## src/sv/nsq_pkg.sv

```systemverilog
package nsq_pkg;

    // Field widths
    localparam int INSET_W    = 12;
    localparam int ATLAS_W    = 13;
    localparam int POS_W      = 12;
    localparam int SIZE_W     = 13;
    localparam int CELL_W     = 4;
    localparam int DST_W      = 14;
    localparam int TEX_W      = 19;
    localparam int TEXEL_W    = 15;
    localparam int CFG_IDX_W  = 3;
    localparam int CFG_DATA_W = 13;

    localparam int FRAC_BITS_DEF = 16;

    // Four breakpoints per axis, horizontal ones first
    localparam int NUM_BP_AXIS = 4;
    localparam int NUM_BP      = 2 * NUM_BP_AXIS;
    localparam int BP_IDX_W    = $clog2(NUM_BP);
    localparam int GRID        = 3;
    localparam int NUM_CELLS   = GRID * GRID;
    localparam int QUEUE_DEPTH = 2;

    // Configuration register indexes
    localparam logic [CFG_IDX_W-1:0] REG_INSET_LEFT   = 3'd0;
    localparam logic [CFG_IDX_W-1:0] REG_INSET_RIGHT  = 3'd1;
    localparam logic [CFG_IDX_W-1:0] REG_INSET_TOP    = 3'd2;
    localparam logic [CFG_IDX_W-1:0] REG_INSET_BOTTOM = 3'd3;
    localparam logic [CFG_IDX_W-1:0] REG_ATLAS_WIDTH  = 3'd4;
    localparam logic [CFG_IDX_W-1:0] REG_ATLAS_HEIGHT = 3'd5;

    localparam logic [TEX_W-1:0] TEX_POS_MAX = {1'b0, {(TEX_W-1){1'b1}}};
    localparam logic [TEX_W-1:0] TEX_NEG_MAX = {1'b1, {(TEX_W-1){1'b0}}};

    typedef logic signed [DST_W-1:0]   t_dst;
    typedef logic signed [TEXEL_W-1:0] t_texel;
    typedef logic signed [TEX_W-1:0]   t_tex;
    typedef logic [BP_IDX_W-1:0]       t_bp_idx;

    typedef struct packed {
        logic [INSET_W-1:0] inset_left;
        logic [INSET_W-1:0] inset_right;
        logic [INSET_W-1:0] inset_top;
        logic [INSET_W-1:0] inset_bottom;
        logic [ATLAS_W-1:0] div_w;
        logic [ATLAS_W-1:0] div_h;
    } t_cfg;

    // One classified request: destination and source breakpoints
    typedef struct packed {
        t_dst   [NUM_BP-1:0] side;
        t_texel [NUM_BP-1:0] tex;
    } t_job;

    typedef struct packed {
        t_bp_idx idx;
        t_dst    side;
        t_texel  texel;
    } t_div_elem;

    typedef struct packed {
        t_bp_idx idx;
        t_dst    side;
        t_tex    quot;
    } t_div_res;

    typedef struct packed {
        logic [CELL_W-1:0] cell_index;
        logic              last;
        t_dst              dst_x0;
        t_dst              dst_y0;
        t_dst              dst_x1;
        t_dst              dst_y1;
        t_tex              tex_u0;
        t_tex              tex_v0;
        t_tex              tex_u1;
        t_tex              tex_v1;
    } t_quad;

    // A zero atlas size divides as one
    function automatic logic [ATLAS_W-1:0] eff_div(input logic [ATLAS_W-1:0] size);
        eff_div = (size == '0) ? ATLAS_W'(1) : size;
    endfunction

endpackage

```

## src/sv/nsq_queue.sv

```systemverilog
module nsq_queue (
    input  logic          i_clk,
    input  logic          i_rst_n,
    input  logic          i_push,
    input  nsq_pkg::t_job i_wdata,
    input  logic          i_pop,
    output logic          o_valid,
    output nsq_pkg::t_job o_rdata,
    output logic          o_full
);
    import nsq_pkg::*;

    localparam int PTR_W = (QUEUE_DEPTH > 1) ? $clog2(QUEUE_DEPTH) : 1;
    localparam int CNT_W = $clog2(QUEUE_DEPTH + 1);

    t_job              r_mem [QUEUE_DEPTH];
    logic [PTR_W-1:0]  r_wr_ptr;
    logic [PTR_W-1:0]  r_rd_ptr;
    logic [CNT_W-1:0]  r_count;
    logic              w_push;
    logic              w_pop;

    assign o_full  = (r_count == CNT_W'(QUEUE_DEPTH));
    assign o_valid = (r_count != '0);
    assign o_rdata = r_mem[r_rd_ptr];
    assign w_push  = i_push && !o_full;
    assign w_pop   = i_pop && o_valid;

    always_ff @(posedge i_clk) begin
        if (!i_rst_n) begin
            r_wr_ptr <= '0;
            r_rd_ptr <= '0;
            r_count  <= '0;
        end else begin
            if (w_push) begin
                r_wr_ptr <= (r_wr_ptr == PTR_W'(QUEUE_DEPTH - 1)) ? '0 : r_wr_ptr + 1'b1;
            end
            if (w_pop) begin
                r_rd_ptr <= (r_rd_ptr == PTR_W'(QUEUE_DEPTH - 1)) ? '0 : r_rd_ptr + 1'b1;
            end
            if (w_push && !w_pop) begin
                r_count <= r_count + 1'b1;
            end else if (w_pop && !w_push) begin
                r_count <= r_count - 1'b1;
            end
        end
    end

    always_ff @(posedge i_clk) begin
        if (w_push) begin
            r_mem[r_wr_ptr] <= i_wdata;
        end
    end

endmodule

```

## src/sv/nsq_front.sv

```systemverilog
module nsq_front (
    input  logic                        i_in_valid,
    input  logic [nsq_pkg::POS_W-1:0]   i_rect_left,
    input  logic [nsq_pkg::POS_W-1:0]   i_rect_top,
    input  logic [nsq_pkg::SIZE_W-1:0]  i_rect_width,
    input  logic [nsq_pkg::SIZE_W-1:0]  i_rect_height,
    input  logic [nsq_pkg::SIZE_W-1:0]  i_out_width,
    input  logic [nsq_pkg::SIZE_W-1:0]  i_out_height,
    input  nsq_pkg::t_cfg               i_cfg,
    input  logic                        i_q_full,
    output logic                        o_in_ready,
    output logic                        o_push,
    output nsq_pkg::t_job               o_job
);
    import nsq_pkg::*;

    logic [TEXEL_W-1:0] w_rl;
    logic [TEXEL_W-1:0] w_rt;
    logic [TEXEL_W-1:0] w_rl_rw;
    logic [TEXEL_W-1:0] w_rt_rh;

    assign o_in_ready = !i_q_full;
    assign o_push     = i_in_valid && !i_q_full;

    assign w_rl    = TEXEL_W'(i_rect_left);
    assign w_rt    = TEXEL_W'(i_rect_top);
    assign w_rl_rw = w_rl + TEXEL_W'(i_rect_width);
    assign w_rt_rh = w_rt + TEXEL_W'(i_rect_height);

    // Breakpoints 0..3 are horizontal, 4..7 vertical. Differences wrap in
    // their width, which holds a negative middle breakpoint exactly.
    always_comb begin
        o_job.side[0] = '0;
        o_job.side[1] = DST_W'(i_cfg.inset_left);
        o_job.side[2] = DST_W'(i_out_width) - DST_W'(i_cfg.inset_right);
        o_job.side[3] = DST_W'(i_out_width);
        o_job.side[4] = '0;
        o_job.side[5] = DST_W'(i_cfg.inset_top);
        o_job.side[6] = DST_W'(i_out_height) - DST_W'(i_cfg.inset_bottom);
        o_job.side[7] = DST_W'(i_out_height);

        o_job.tex[0] = w_rl;
        o_job.tex[1] = w_rl + TEXEL_W'(i_cfg.inset_left);
        o_job.tex[2] = w_rl_rw - TEXEL_W'(i_cfg.inset_right);
        o_job.tex[3] = w_rl_rw;
        o_job.tex[4] = w_rt;
        o_job.tex[5] = w_rt + TEXEL_W'(i_cfg.inset_top);
        o_job.tex[6] = w_rt_rh - TEXEL_W'(i_cfg.inset_bottom);
        o_job.tex[7] = w_rt_rh;
    end

endmodule

```

## src/sv/nsq_divider.sv

```systemverilog
module nsq_divider #(
    parameter int FRAC_BITS = nsq_pkg::FRAC_BITS_DEF
) (
    input  logic                         i_clk,
    input  logic                         i_rst_n,
    input  logic                         i_en,
    input  logic                         i_valid,
    input  nsq_pkg::t_div_elem           i_elem,
    input  logic [nsq_pkg::ATLAS_W-1:0]  i_div_w,
    input  logic [nsq_pkg::ATLAS_W-1:0]  i_div_h,
    output logic                         o_valid,
    output nsq_pkg::t_div_res            o_res
);
    import nsq_pkg::*;

    localparam int NW     = TEXEL_W + FRAC_BITS;
    localparam int HIW    = NW - TEX_W;
    localparam int CW     = (HIW > ATLAS_W) ? HIW : ATLAS_W;
    localparam int STAGES = TEX_W;

    // Stage 0 checks for overflow and loads the partial remainder; each
    // later stage retires one quotient bit.
    logic               r_vld [0:STAGES];
    logic               r_neg [0:STAGES];
    logic               r_sat [0:STAGES];
    t_bp_idx            r_idx [0:STAGES];
    t_dst               r_side[0:STAGES];
    logic [ATLAS_W-1:0] r_rem [0:STAGES];
    logic [TEX_W-1:0]   r_low [0:STAGES];
    logic [TEX_W-1:0]   r_quo [0:STAGES];

    logic               n_vld [0:STAGES];
    logic               n_neg [0:STAGES];
    logic               n_sat [0:STAGES];
    t_bp_idx            n_idx [0:STAGES];
    t_dst               n_side[0:STAGES];
    logic [ATLAS_W-1:0] n_rem [0:STAGES];
    logic [TEX_W-1:0]   n_low [0:STAGES];
    logic [TEX_W-1:0]   n_quo [0:STAGES];

    logic [TEXEL_W-1:0] w_t;
    logic [TEXEL_W-1:0] w_mag;
    logic [NW-1:0]      w_num;
    logic [HIW-1:0]     w_hi;
    logic [ATLAS_W-1:0] w_d0;
    logic [ATLAS_W-1:0] w_dk [1:STAGES];
    logic [ATLAS_W:0]   w_ext[1:STAGES];
    logic [ATLAS_W:0]   w_sub[1:STAGES];
    logic               w_ge [1:STAGES];
    logic [TEX_W-1:0]   w_mq;

    assign w_t   = i_elem.texel;
    assign w_mag = w_t[TEXEL_W-1] ? (~w_t + 1'b1) : w_t;
    assign w_num = {w_mag, {FRAC_BITS{1'b0}}};
    assign w_hi  = w_num[NW-1:TEX_W];
    assign w_d0  = i_elem.idx[BP_IDX_W-1] ? i_div_h : i_div_w;

    always_comb begin
        n_vld[0]  = i_valid;
        n_neg[0]  = w_t[TEXEL_W-1];
        n_sat[0]  = (CW'(w_hi) >= CW'(w_d0));
        n_idx[0]  = i_elem.idx;
        n_side[0] = i_elem.side;
        n_rem[0]  = ATLAS_W'(w_hi);
        n_low[0]  = w_num[TEX_W-1:0];
        n_quo[0]  = '0;
        for (int k = 1; k <= STAGES; k++) begin
            w_dk[k]   = r_idx[k-1][BP_IDX_W-1] ? i_div_h : i_div_w;
            w_ext[k]  = {r_rem[k-1], r_low[k-1][TEX_W-1]};
            w_sub[k]  = w_ext[k] - {1'b0, w_dk[k]};
            w_ge[k]   = (w_ext[k] >= {1'b0, w_dk[k]});
            n_vld[k]  = r_vld[k-1];
            n_neg[k]  = r_neg[k-1];
            n_sat[k]  = r_sat[k-1];
            n_idx[k]  = r_idx[k-1];
            n_side[k] = r_side[k-1];
            n_rem[k]  = w_ge[k] ? w_sub[k][ATLAS_W-1:0] : w_ext[k][ATLAS_W-1:0];
            n_low[k]  = {r_low[k-1][TEX_W-2:0], 1'b0};
            n_quo[k]  = {r_quo[k-1][TEX_W-2:0], w_ge[k]};
        end
    end

    always_ff @(posedge i_clk) begin
        if (!i_rst_n) begin
            for (int k = 0; k <= STAGES; k++) begin
                r_vld[k] <= 1'b0;
            end
        end else if (i_en) begin
            for (int k = 0; k <= STAGES; k++) begin
                r_vld[k] <= n_vld[k];
            end
        end
    end

    always_ff @(posedge i_clk) begin
        if (i_en) begin
            for (int k = 0; k <= STAGES; k++) begin
                r_neg[k]  <= n_neg[k];
                r_sat[k]  <= n_sat[k];
                r_idx[k]  <= n_idx[k];
                r_side[k] <= n_side[k];
                r_rem[k]  <= n_rem[k];
                r_low[k]  <= n_low[k];
                r_quo[k]  <= n_quo[k];
            end
        end
    end

    // Apply the sign and clamp to the coordinate range.
    assign w_mq = r_quo[STAGES];

    always_comb begin
        o_res.idx  = r_idx[STAGES];
        o_res.side = r_side[STAGES];
        if (!r_neg[STAGES]) begin
            o_res.quot = (r_sat[STAGES] || w_mq[TEX_W-1]) ? TEX_POS_MAX : w_mq;
        end else begin
            o_res.quot = (r_sat[STAGES] || (w_mq > TEX_NEG_MAX)) ? TEX_NEG_MAX
                                                                 : (~w_mq + 1'b1);
        end
    end

    assign o_valid = r_vld[STAGES];

endmodule

```

## src/sv/nsq_back.sv

```systemverilog
module nsq_back #(
    parameter int FRAC_BITS = nsq_pkg::FRAC_BITS_DEF
) (
    input  logic                         i_clk,
    input  logic                         i_rst_n,
    input  logic                         i_q_valid,
    input  nsq_pkg::t_job                i_q_data,
    output logic                         o_q_pop,
    input  logic [nsq_pkg::ATLAS_W-1:0]  i_div_w,
    input  logic [nsq_pkg::ATLAS_W-1:0]  i_div_h,
    output logic                         o_out_valid,
    input  logic                         i_out_ready,
    output nsq_pkg::t_quad               o_quad
);
    import nsq_pkg::*;

    localparam t_bp_idx           BP_LAST   = t_bp_idx'(NUM_BP - 1);
    localparam logic [CELL_W-1:0] CELL_LAST = CELL_W'(NUM_CELLS - 1);
    localparam logic [1:0]        GX_LAST   = 2'(GRID - 1);

    logic              w_en;
    logic              w_issue;
    t_div_elem         w_elem;
    logic              w_res_valid;
    t_div_res          w_res;
    logic              w_coll_wr;
    logic              w_emit_adv;
    logic              w_emit_done;
    logic              w_xfer;

    t_bp_idx           r_iss;
    logic              r_coll_full;
    t_tex              r_cq [NUM_BP];
    t_dst              r_cs [NUM_BP];

    logic              r_ebusy;
    logic [CELL_W-1:0] r_cell;
    logic [1:0]        r_gx;
    t_tex              r_eu [NUM_BP_AXIS];
    t_tex              r_ev [NUM_BP_AXIS];
    t_dst              r_ex [NUM_BP_AXIS];
    t_dst              r_ey [NUM_BP_AXIS];

    // The whole pipeline holds while a result waits on a full collector.
    assign w_en    = !(w_res_valid && r_coll_full);
    assign w_issue = i_q_valid && w_en;
    assign o_q_pop = w_issue && (r_iss == BP_LAST);

    assign w_elem.idx   = r_iss;
    assign w_elem.side  = i_q_data.side[r_iss];
    assign w_elem.texel = i_q_data.tex[r_iss];

    nsq_divider #(
        .FRAC_BITS (FRAC_BITS)
    ) u_div (
        .i_clk   (i_clk),
        .i_rst_n (i_rst_n),
        .i_en    (w_en),
        .i_valid (i_q_valid),
        .i_elem  (w_elem),
        .i_div_w (i_div_w),
        .i_div_h (i_div_h),
        .o_valid (w_res_valid),
        .o_res   (w_res)
    );

    assign w_coll_wr   = w_res_valid && !r_coll_full;
    assign w_emit_adv  = r_ebusy && i_out_ready && (r_cell != CELL_LAST);
    assign w_emit_done = r_ebusy && i_out_ready && (r_cell == CELL_LAST);
    assign w_xfer      = r_coll_full && (!r_ebusy || w_emit_done);

    always_ff @(posedge i_clk) begin
        if (!i_rst_n) begin
            r_iss       <= '0;
            r_coll_full <= 1'b0;
            r_ebusy     <= 1'b0;
            r_cell      <= '0;
            r_gx        <= '0;
        end else begin
            if (w_issue) begin
                r_iss <= (r_iss == BP_LAST) ? '0 : r_iss + 1'b1;
            end
            if (w_coll_wr && (w_res.idx == BP_LAST)) begin
                r_coll_full <= 1'b1;
            end else if (w_xfer) begin
                r_coll_full <= 1'b0;
            end
            if (w_xfer) begin
                r_ebusy <= 1'b1;
                r_cell  <= '0;
                r_gx    <= '0;
            end else if (w_emit_done) begin
                r_ebusy <= 1'b0;
            end else if (w_emit_adv) begin
                r_cell <= r_cell + 1'b1;
                r_gx   <= (r_gx == GX_LAST) ? '0 : r_gx + 1'b1;
            end
        end
    end

    // Breakpoint pairs are kept in rotating rows so each quad reads the
    // first two entries of each row.
    always_ff @(posedge i_clk) begin
        if (w_coll_wr) begin
            r_cq[w_res.idx] <= w_res.quot;
            r_cs[w_res.idx] <= w_res.side;
        end
        if (w_xfer) begin
            for (int i = 0; i < NUM_BP_AXIS; i++) begin
                r_eu[i] <= r_cq[i];
                r_ex[i] <= r_cs[i];
                r_ev[i] <= r_cq[NUM_BP_AXIS + i];
                r_ey[i] <= r_cs[NUM_BP_AXIS + i];
            end
        end else if (w_emit_adv) begin
            if (r_gx == GX_LAST) begin
                for (int i = 0; i < NUM_BP_AXIS; i++) begin
                    r_eu[i] <= r_eu[(i + 2) % NUM_BP_AXIS];
                    r_ex[i] <= r_ex[(i + 2) % NUM_BP_AXIS];
                    r_ev[i] <= r_ev[(i + 1) % NUM_BP_AXIS];
                    r_ey[i] <= r_ey[(i + 1) % NUM_BP_AXIS];
                end
            end else begin
                for (int i = 0; i < NUM_BP_AXIS; i++) begin
                    r_eu[i] <= r_eu[(i + 1) % NUM_BP_AXIS];
                    r_ex[i] <= r_ex[(i + 1) % NUM_BP_AXIS];
                end
            end
        end
    end

    assign o_out_valid       = r_ebusy;
    assign o_quad.cell_index = r_cell;
    assign o_quad.last       = (r_cell == CELL_LAST);
    assign o_quad.dst_x0     = r_ex[0];
    assign o_quad.dst_x1     = r_ex[1];
    assign o_quad.dst_y0     = r_ey[0];
    assign o_quad.dst_y1     = r_ey[1];
    assign o_quad.tex_u0     = r_eu[0];
    assign o_quad.tex_u1     = r_eu[1];
    assign o_quad.tex_v0     = r_ev[0];
    assign o_quad.tex_v1     = r_ev[1];

endmodule

```

## src/sv/nine_slice_quad_generator_unit.sv

```systemverilog
// An accepted request passes through the job queue, the divider and the collector
// to the emitter, which gives one quad a cycle while the consumer is ready; nine
// quads per request. The pipelined divider takes one of the eight quotients of a
// request each cycle while no result waits on a full collector.
// Reset: synchronous, active low; clears the queue, divider valid bits and
// emitter, and returns the registers to insets 0 and atlas sizes 1.
module nine_slice_quad_generator_unit #(
    parameter int FRAC_BITS = nsq_pkg::FRAC_BITS_DEF
) (
    input  logic                            i_clk,
    input  logic                            i_rst_n,

    input  logic                            i_cfg_we,
    input  logic [nsq_pkg::CFG_IDX_W-1:0]   i_cfg_index,
    input  logic [nsq_pkg::CFG_DATA_W-1:0]  i_cfg_data,

    input  logic                            i_in_valid,
    output logic                            o_in_ready,
    input  logic [nsq_pkg::POS_W-1:0]       i_rect_left,
    input  logic [nsq_pkg::POS_W-1:0]       i_rect_top,
    input  logic [nsq_pkg::SIZE_W-1:0]      i_rect_width,
    input  logic [nsq_pkg::SIZE_W-1:0]      i_rect_height,
    input  logic [nsq_pkg::SIZE_W-1:0]      i_out_width,
    input  logic [nsq_pkg::SIZE_W-1:0]      i_out_height,

    output logic                            o_out_valid,
    input  logic                            i_out_ready,
    output logic [nsq_pkg::CELL_W-1:0]      o_cell_index,
    output logic                            o_last,
    output logic signed [nsq_pkg::DST_W-1:0] o_dst_x0,
    output logic signed [nsq_pkg::DST_W-1:0] o_dst_y0,
    output logic signed [nsq_pkg::DST_W-1:0] o_dst_x1,
    output logic signed [nsq_pkg::DST_W-1:0] o_dst_y1,
    output logic signed [nsq_pkg::TEX_W-1:0] o_tex_u0,
    output logic signed [nsq_pkg::TEX_W-1:0] o_tex_v0,
    output logic signed [nsq_pkg::TEX_W-1:0] o_tex_u1,
    output logic signed [nsq_pkg::TEX_W-1:0] o_tex_v1
);
    import nsq_pkg::*;

    // Configuration registers. The user must write them only while the block is idle,
    // which the block does not enforce; the pipeline reads them directly without any shadow copy.
    logic [INSET_W-1:0] r_inset_left;
    logic [INSET_W-1:0] r_inset_right;
    logic [INSET_W-1:0] r_inset_top;
    logic [INSET_W-1:0] r_inset_bottom;
    logic [ATLAS_W-1:0] r_atlas_width;
    logic [ATLAS_W-1:0] r_atlas_height;

    t_cfg  w_cfg;
    logic  w_push;
    t_job  w_job;
    logic  w_q_full;
    logic  w_q_valid;
    t_job  w_q_data;
    logic  w_q_pop;
    t_quad w_quad;

    always_ff @(posedge i_clk) begin
        if (!i_rst_n) begin
            r_inset_left   <= '0;
            r_inset_right  <= '0;
            r_inset_top    <= '0;
            r_inset_bottom <= '0;
            r_atlas_width  <= ATLAS_W'(1);
            r_atlas_height <= ATLAS_W'(1);
        end else if (i_cfg_we) begin
            unique case (i_cfg_index)
                REG_INSET_LEFT:   r_inset_left   <= i_cfg_data[INSET_W-1:0];
                REG_INSET_RIGHT:  r_inset_right  <= i_cfg_data[INSET_W-1:0];
                REG_INSET_TOP:    r_inset_top    <= i_cfg_data[INSET_W-1:0];
                REG_INSET_BOTTOM: r_inset_bottom <= i_cfg_data[INSET_W-1:0];
                REG_ATLAS_WIDTH:  r_atlas_width  <= i_cfg_data[ATLAS_W-1:0];
                REG_ATLAS_HEIGHT: r_atlas_height <= i_cfg_data[ATLAS_W-1:0];
                default: begin
                    // Writes to unused indexes are dropped.
                end
            endcase
        end
    end

    // A zero atlas size is treated as one before it reaches the divider.
    assign w_cfg.inset_left   = r_inset_left;
    assign w_cfg.inset_right  = r_inset_right;
    assign w_cfg.inset_top    = r_inset_top;
    assign w_cfg.inset_bottom = r_inset_bottom;
    assign w_cfg.div_w        = eff_div(r_atlas_width);
    assign w_cfg.div_h        = eff_div(r_atlas_height);

    // Front end: turns each request item into its eight breakpoints and
    // places them in the job queue.
    nsq_front u_front (
        .i_in_valid    (i_in_valid),
        .i_rect_left   (i_rect_left),
        .i_rect_top    (i_rect_top),
        .i_rect_width  (i_rect_width),
        .i_rect_height (i_rect_height),
        .i_out_width   (i_out_width),
        .i_out_height  (i_out_height),
        .i_cfg         (w_cfg),
        .i_q_full      (w_q_full),
        .o_in_ready    (o_in_ready),
        .o_push        (w_push),
        .o_job         (w_job)
    );

    // Two-entry job queue, so a new request is taken while the back end is
    // still busy with earlier ones.
    nsq_queue u_queue (
        .i_clk   (i_clk),
        .i_rst_n (i_rst_n),
        .i_push  (w_push),
        .i_wdata (w_job),
        .i_pop   (w_q_pop),
        .o_valid (w_q_valid),
        .o_rdata (w_q_data),
        .o_full  (w_q_full)
    );

    // Back end: issues the eight normalisations of a job into the pipelined
    // divider, gathers the quotients and emits the nine quads in row order.
    // The collector fills for the next job while the emitter drains the
    // current one, so a stalled consumer backs up through the divider and the queue into the input.
    nsq_back #(
        .FRAC_BITS (FRAC_BITS)
    ) u_back (
        .i_clk       (i_clk),
        .i_rst_n     (i_rst_n),
        .i_q_valid   (w_q_valid),
        .i_q_data    (w_q_data),
        .o_q_pop     (w_q_pop),
        .i_div_w     (w_cfg.div_w),
        .i_div_h     (w_cfg.div_h),
        .o_out_valid (o_out_valid),
        .i_out_ready (i_out_ready),
        .o_quad      (w_quad)
    );

    assign o_cell_index = w_quad.cell_index;
    assign o_last       = w_quad.last;
    assign o_dst_x0     = w_quad.dst_x0;
    assign o_dst_y0     = w_quad.dst_y0;
    assign o_dst_x1     = w_quad.dst_x1;
    assign o_dst_y1     = w_quad.dst_y1;
    assign o_tex_u0     = w_quad.tex_u0;
    assign o_tex_v0     = w_quad.tex_v0;
    assign o_tex_u1     = w_quad.tex_u1;
    assign o_tex_v1     = w_quad.tex_v1;

`ifndef SYNTHESIS
    // Reset leaves no quad on offer.
    a_reset_idle: assert property (@(posedge i_clk)
        !i_rst_n |=> !o_out_valid)
        else $error("quad offered straight after reset");

    // Within a request the quads follow one another without a gap.
    a_cell_step: assert property (@(posedge i_clk) disable iff (!i_rst_n)
        (o_out_valid && i_out_ready && !o_last) |=>
        (o_out_valid && (o_cell_index == $past(o_cell_index) + 4'd1)))
        else $error("quad sequence broken inside a request");

    // Neighbouring quads in a row share their vertical edge.
    a_row_edge: assert property (@(posedge i_clk) disable iff (!i_rst_n)
        (o_out_valid && i_out_ready && (o_cell_index != 4'd2) &&
         (o_cell_index != 4'd5) && (o_cell_index != 4'd8)) |=>
        ((o_dst_x0 == $past(o_dst_x1)) && (o_tex_u0 == $past(o_tex_u1)) &&
         (o_dst_y0 == $past(o_dst_y0)) && (o_tex_v0 == $past(o_tex_v0))))
        else $error("adjacent quads in a row do not share an edge");
`endif

endmodule

```

## config.mk

```make
export PLATFORM = sky130hd
export DESIGN_NAME = nine_slice_quad_generator_unit
export DESIGN_NICKNAME = d
export VERILOG_FILES = /design/src/sv/nsq_pkg.sv /design/src/sv/nsq_queue.sv /design/src/sv/nsq_front.sv /design/src/sv/nsq_divider.sv /design/src/sv/nsq_back.sv /design/src/sv/nine_slice_quad_generator_unit.sv
export SDC_FILE = /design/constraint.sdc
export NUM_CORES = 2
export LEC_CHECK = 0
export BUFFER_PORTS_ARGS = -buffer_cell sky130_fd_sc_hd__clkbuf_2
export CAP_MARGIN = 15
export CORE_ASPECT_RATIO = 0.5
export CORE_MARGIN = 2
export CORE_UTILIZATION = 46
export DETAILED_ROUTE_END_ITERATION = 10
export MAX_ROUTING_LAYER = met4
export PLACE_DENSITY = 0.73
export RECOVER_POWER = 25
export SLEW_MARGIN = 5
export SYNTH_ARGS = -nofsm -noshare
export SYNTH_HDL_FRONTEND = slang
export SYNTH_HIERARCHICAL = 1
export SYNTH_SLANG_ARGS = --single-unit
```

## constraint.sdc

```tcl
create_clock -name i_clk -period 49.9 [get_ports i_clk]
set_input_delay 9.98 -clock i_clk [delete_from_list [all_inputs] [get_ports i_clk]]
set_output_delay 9.98 -clock i_clk [all_outputs]
set_load 0.1 [all_outputs]
```

==> Word-level counts from Yosys, hierarchy flattened <==
Memories as Yosys holds them, arrays and structs flattened. A register that Yosys moved wholly into a read port is not among the register bits.
Cells that the tools add are included.
{ "op_classes": {"magnitude_cmp": 22, "mux": 123, "n_reduce_logical": 38, "n_bitwise": 48, "eq_ne": 11, "n_addsub": 36} }
{ "op_table": {"columns": ["cell", "count"], "rows": [
  ["$mux W13", 41],
  ["$mux W19", 15],
  ["$ge A14 B13 Y1", 19],
  ["$sub A13 B13 Y13", 19],
  ["$mux W14", 13],
  ["$mux W1", 46],
  ["$bmux W15 S3", 1],
  ["$or A1 B1 Y1", 44],
  ["$bmux W14 S3", 1],
  ["$mux W15", 2],
  ["$sub A15 B12 Y15", 2],
  ["$add A12 B13 Y14", 2],
  ["$sub A13 B12 Y14", 2],
  ["$add A12 B12 Y13", 2],
  ["$logic_not A13 Y1", 2],
  ["$add A19 B1 Y19 const B", 1],
  ["$gt A19 B19 Y1 const B", 1],
  ["$not A19 Y19", 1],
  ["$add A15 B1 Y15 const B", 1],
  ["$not A15 Y15", 1],
  ["$logic_and A1 B1 Y1", 14],
  ["$reduce_and A2 Y1", 7],
  ["$ge A12 B13 Y1", 1],
  ["$eq A3 B3 Y1 const B", 4],
  ["19 further kinds", 36]
]} }
{ "word_totals": {"ff_bits": 89, "memories": 15, "output_inout_bits": 139, "ramBits": 2300, "elab_cells": 307, "inputBits": 97} }
{ "memory_table": {"columns": ["memory", "depth", "word_bits", "rd", "rd_clocked_by_memory_dff", "write_ports", "line", "source"], "rows": [
  ["u_back.u_div.r_quo", 20, 19, 20, 0, 20, "nsq_divider.sv:30", "logic [TEX_W-1:0] r_quo [0:STAGES];"],
  ["u_queue.r_mem", 2, 186, 1, 1, 1, "nsq_queue.sv:16", "t_job r_mem [QUEUE_DEPTH];"],
  ["u_back.u_div.r_low", 20, 18, 19, 0, 20, "nsq_divider.sv:29", "logic [TEX_W-1:0] r_low [0:STAGES];"],
  ["u_back.u_div.r_side", 20, 14, 20, 0, 20, "nsq_divider.sv:27", "t_dst r_side[0:STAGES];"],
  ["u_back.u_div.r_rem", 20, 13, 19, 0, 20, "nsq_divider.sv:28", "logic [ATLAS_W-1:0] r_rem [0:STAGES];"],
  ["u_back.r_cq", 8, 19, 8, 0, 1, "nsq_back.sv:33", "t_tex r_cq [NUM_BP];"],
  ["9 more memories", null, null, null, null, null, null, null]
]} }

==> Longest topological paths before layout <==
An unclocked memory read counts as a cell.
{ "depth": {"ltp_word": 9, "depth_mapped": 17, "ltp_nobuf": 16} }

==> Cells and area by module <==
The synthesis kept the hierarchy.
{ "modules_own_cells": {"columns": ["module", "cells_each", "instances", "seq_area_each_um2", "area_per_inst_um2"], "rows": [
  ["nsq_divider", 3318, 1, 25274.2, 44002.2],
  ["nsq_back", 1247, 1, 16075.4, 23198.5],
  ["nsq_queue", 747, 1, 14033.5, 17077.6],
  ["nsq_front", 694, 1, 0.0, 5111.2],
  ["nine_slice_quad_generator_unit", 352, 1, 1481.4, 2897.8]
]} }

==> Worst setup path after synthesis <==
Ideal clock, no wire load.
{ "synth_timing": {"path_type": "in2reg", "from": "input i_in_valid", "to": "register u_queue.r_wr_ptr", "arrival_time_ns": 19.729, "path_buffers": 0, "path_slack_ns": 30.072, "stages": 4, "path_cell_list": "nor2b_1 -> inv_1 -> nor3_2 -> o21a_1"} }
{ "synth_between": {"elab_chain_len": 2} }
{ "synth_rtl": {"columns": ["item", "line", "source"], "rows": [
  ["start, declared", "nine_slice_quad_generator_unit.sv:17", "input logic i_in_valid,"],
  ["$logic_and A1 B1 Y1", "nsq_front.sv:23", "assign o_push = i_in_valid && !i_q_full;"],
  ["$logic_and A1 B1 Y1", "nsq_queue.sv:26", "assign w_push = i_push && !o_full;"],
  ["end signal, assigned", "nsq_queue.sv:36", "r_wr_ptr <= (r_wr_ptr == PTR_W'(QUEUE_DEPTH - 1)) ? '0 : r_wr_ptr + 1'b1;"],
  ["end, declared", "nsq_queue.sv:17", "logic [PTR_W-1:0] r_wr_ptr;"]
]} }
No other way between the ends.
A chain may end at the register's enable or synchronous reset.

==> Worst setup path after layout <==
{ "layout_timing": {"from": "input i_rect_top[0] (netlist name)", "to": "memory u_queue/r_mem[1][103] (netlist name), data pin"} }
{ "layout_between": {"elab_chain_len": 1} }
{ "layout_rtl": {"columns": ["item", "line", "source"], "rows": [
  ["start, declared", "nine_slice_quad_generator_unit.sv:20", "input logic [nsq_pkg::POS_W-1:0] i_rect_top,"],
  ["$add A12 B13 Y14", "nsq_front.sv:28", "assign w_rt_rh = w_rt + TEXEL_W'(i_rect_height);"],
  ["end, declared", "nsq_queue.sv:16", null]
]} }
No other way between the ends.

==> impl_metrics.ini <==
[run_status]
status = finished, violations left
failed_checks = capacitance limit, slew limit

[timing]
fin_tns_setup_ns = 0
finalCritPeriodShare_pct = 25.5
finalWorstSetupSlack_ns = 37.18
tightestPinTransition_ns = 3.26
finClkSkew_ns = 0.127
min_period_ns = 12.72
grt_setup_unrepaired = no
slew_headroom_pct = -117
setup_viol = 0
max_freq_mhz = 78.6
slew_violations = 403
finalHoldViolCount = 0

[clocking]
cts_setup_buffers = 0
cts_root_buffer = clkbuf_16
cts_tree = done
ctsResizeCount = 0
cts.sinks = 1924
path_clk_slew_ns = 0.07
cts.hold.buffers_added = 0
cts_buffers = 171
cts_max_level = 4
clk_latency_ns = 0.87
cts_buffer_depth = 4

[critical_path]
r2r_slack_ns = 43.72
r2r-start = u_back/u_div/r_vld[4][3]
critPathMaxFanout = 4
critical_path_class = primary input to flip-flop
r2r-end = u_back/u_div/r_side[0][54]
critPathCaptureType = flip-flop
reg2regPathDepth = 5
worstPathArrival_ns = 13.27
required_ns = 50.46
start_kind = primary input

[worst_hold_path]
hp-class = flip-flop to flip-flop
holdPathStages = 0
hold_path.startpoint = u_back/u_div/r_side[4][16]
holdPathEnd = u_back/u_div/r_side[4][30]

[finish]
seqCellArea_um2 = 56900
final_layout_size_suffix_gt1_share_pct = 20.7
nets = 6949
multi_input_area_um2 = 32700
fill_cells = 16581
syn2layout_area_growth_pct = 9.08
finalInstanceArea_um2 = 101000

[routing]
drcViolationCount = 0
vias_per_cell = 5.64
final_antenna_net_count = 0
vias = 52183
wl_per_cell_um = 21.4
drtIter0Drc = 4930
first_pass_iters = 6
finalWirelength_um = 198000

[logic_synthesis]
yosysWarnings = 6
synthArstFlopShare_pct = 0
ys_types = 108
synth_top_area_share_pct = 59.6
netlist_top_cells_count = 1,833 x edfxtp_1, 560 x mux2_2, 446 x a21oi_1, 361 x ha_1, 361 x mux2i_1
ys_ff_latch = 1924
synth_edf_count = 1833
netlist_area_um2 = 92300
synth_top_family_by_area = multiplexers
synth_top_area_cell = edfxtp_1
yosys-top-cells-area = edfxtp_1 60%, mux2_2 6.8%, ha_1 4.9%
synth_compound_area_share_pct = 8.08
avgSynthCellArea_um2 = 14.5
yosys.area_share.simple_pct = 5.44
syn_inst = 6358
synth-xor-area-share_pct = 2.22
synthMuxAreaShare_pct = 13.9
synth_flop_cell = edfxtp_1
synth_fa_ha_area_share_pct = 5.46
synth_most_common_cell = edfxtp_1
ys_seq_area_share_pct = 61.6

[global_route]
grt_pass1_wl_um = 300000
grt_overflow_total = 0
grt_usage_pct = 19.5
antenna_found_initial = 10
grt_pass1_vias = 50138
grt_max_degree = 159

[power]
leakage_nw = 35.0
p_comb_share_pct = 30.4
internal_power_mw = 3.87
power_density_nw_per_um2 = 55.3
p_clk_share_pct = 23.7
finalPower_mw = 5.57
swShare_pct = 30.5
seq_power_share_pct = 45.9
switchingPower_mw = 1.70
peakVddDrop_v = 0.0000396

[floorplan]
die_y_um = 321
die_w_um = 637
ioPinCount = 236
row_count = 116
initial_core_util_pct = 46.2
core_um2 = 200000
dieArea_um2 = 204000

[placement]
dpl_cell_area_um2 = 95200
place.gp.congestion = 0.873
hpwl_um = 127000
place_ws_ns = 36.36
port_buffers = 235

[job]
maxCapViolCount = 11
state kept, by name (all words and copies together) (netlist names), 13 cells and up, named ones only:
register	flops
r_atlas_height	13
r_atlas_width	13
u_back/r_cq	152
u_back/r_cs	112
u_back/r_eu	76
u_back/r_ev	76
u_back/r_ex	56
u_back/r_ey	56
u_back/u_div/r_idx	60
u_back/u_div/r_neg	20
u_back/u_div/r_quo	190
u_back/u_div/r_rem	246
u_back/u_div/r_sat	20
u_back/u_div/r_side	280
u_back/u_div/r_vld	20
u_queue/r_mem	464
cell usage in the layout, fill, tap and decap left out, types with 107 or more instances in the layout:
cell and n:
a21oi_1 443, clkbuf_16 178, clkbuf_2 234, edfxtp_1 1833, ha_1 361, inv_1 132
mux2_2 560, mux2i_1 361, nand2_1 250, nand3_1 107, nor2_1 215, o21ai_0 186
xnor2_1 159
worst max-delay path, stage by stage:
cell,delay (ns)
clkbuf_2,0.11
ha_1,0.25
fa_1,0.44
a211oi_1,0.39
o21ai_0,0.19
xor2_1,0.24
ha_1,0.31
a211oi_1,0.32
nand2_1,0.11
o211ai_1,0.23
o22ai_1,0.17
or4_1,0.42
o311ai_1,0.11
layout make-up:
| type | instances | share of cell area (%) |
|---|---|---|
| antenna | 9 | 0.0224 |
| clock buffer | 211 | 4.57 |
| clock inverter | 91 | 0.890 |
| inverter | 138 | 0.515 |
| multi-input combinational | 3914 | 32.4 |
| sequential | 1924 | 56.5 |
| tap | 2655 | 3.30 |
| timing repair buffer | 316 | 1.76 |
cells by family (layout without fill, tap and decap cells):
kind of cell             Yosys count  in the layout
flip-flops                      1924           1924
adder cells (fa/ha/maj)          387            387
AO/OA/AOI/OAI                   1168           1168
other                              1             55
AND/OR/NAND/NOR                  993            993
buffers and inverters            565            756
multiplexers                    1087           1087
XOR/XNOR                         233            233
how the worst max path moves through the flow:
| stage | startpoint | endpoint | slack, ns |
|---|---|---|---|
| after floorplan | i_in_valid | u_queue/r_wr_ptr | 30.07 |
| after global placement | i_rect_top[0] | u_queue/r_mem[0][103] | 36.42 |
| after detailed placement | i_rect_top[0] | u_queue/r_mem[0][103] | 36.36 |
| after CTS | i_rect_top[0] | u_queue/r_mem[1][103] | 37.17 |
| after global routing | i_rect_top[0] | u_queue/r_mem[1][103] | 36.94 |
| final | i_rect_top[0] | u_queue/r_mem[1][103] | 37.18 |
stage by stage:
step | utilization (%) | hold slack, ns | cells
CTS | 50.4 | 0.332 | 9248
global route | 50.4 | 0.351 | 9253
finish | 50.4 | 0.333 | 9258
floorplan | - | 0.400 | 6403
detailed placement | 47.7 | 0.405 | 8946
global placement | 47.7 | 0.401 | 8946
power by group through the flow:
stage	Sequential [mW]	Clock (mW)	Combinational, mW
6_report	2.56	1.32	1.69
5_1_grt	2.60	1.42	1.86
4_1_cts	2.56	1.35	1.67
3_5_place_dp	2.59	0	1.66
3_3_place_gp	2.58	0	1.64
2_1_floorplan	2.51	0	1.32
per-layer routing:
metal / global-route usage, % / routed length [um] / part of all wire (%)
met1: 27.5 / 91500 / 46
met2: 29.8 / 89700 / 45
met3: 2.86 / 11800 / 6.0
met4: 4.88 / 5110 / 2.6
met5: - / 0 / 0
Note: power is estimated with default switching activity, not from simulation.
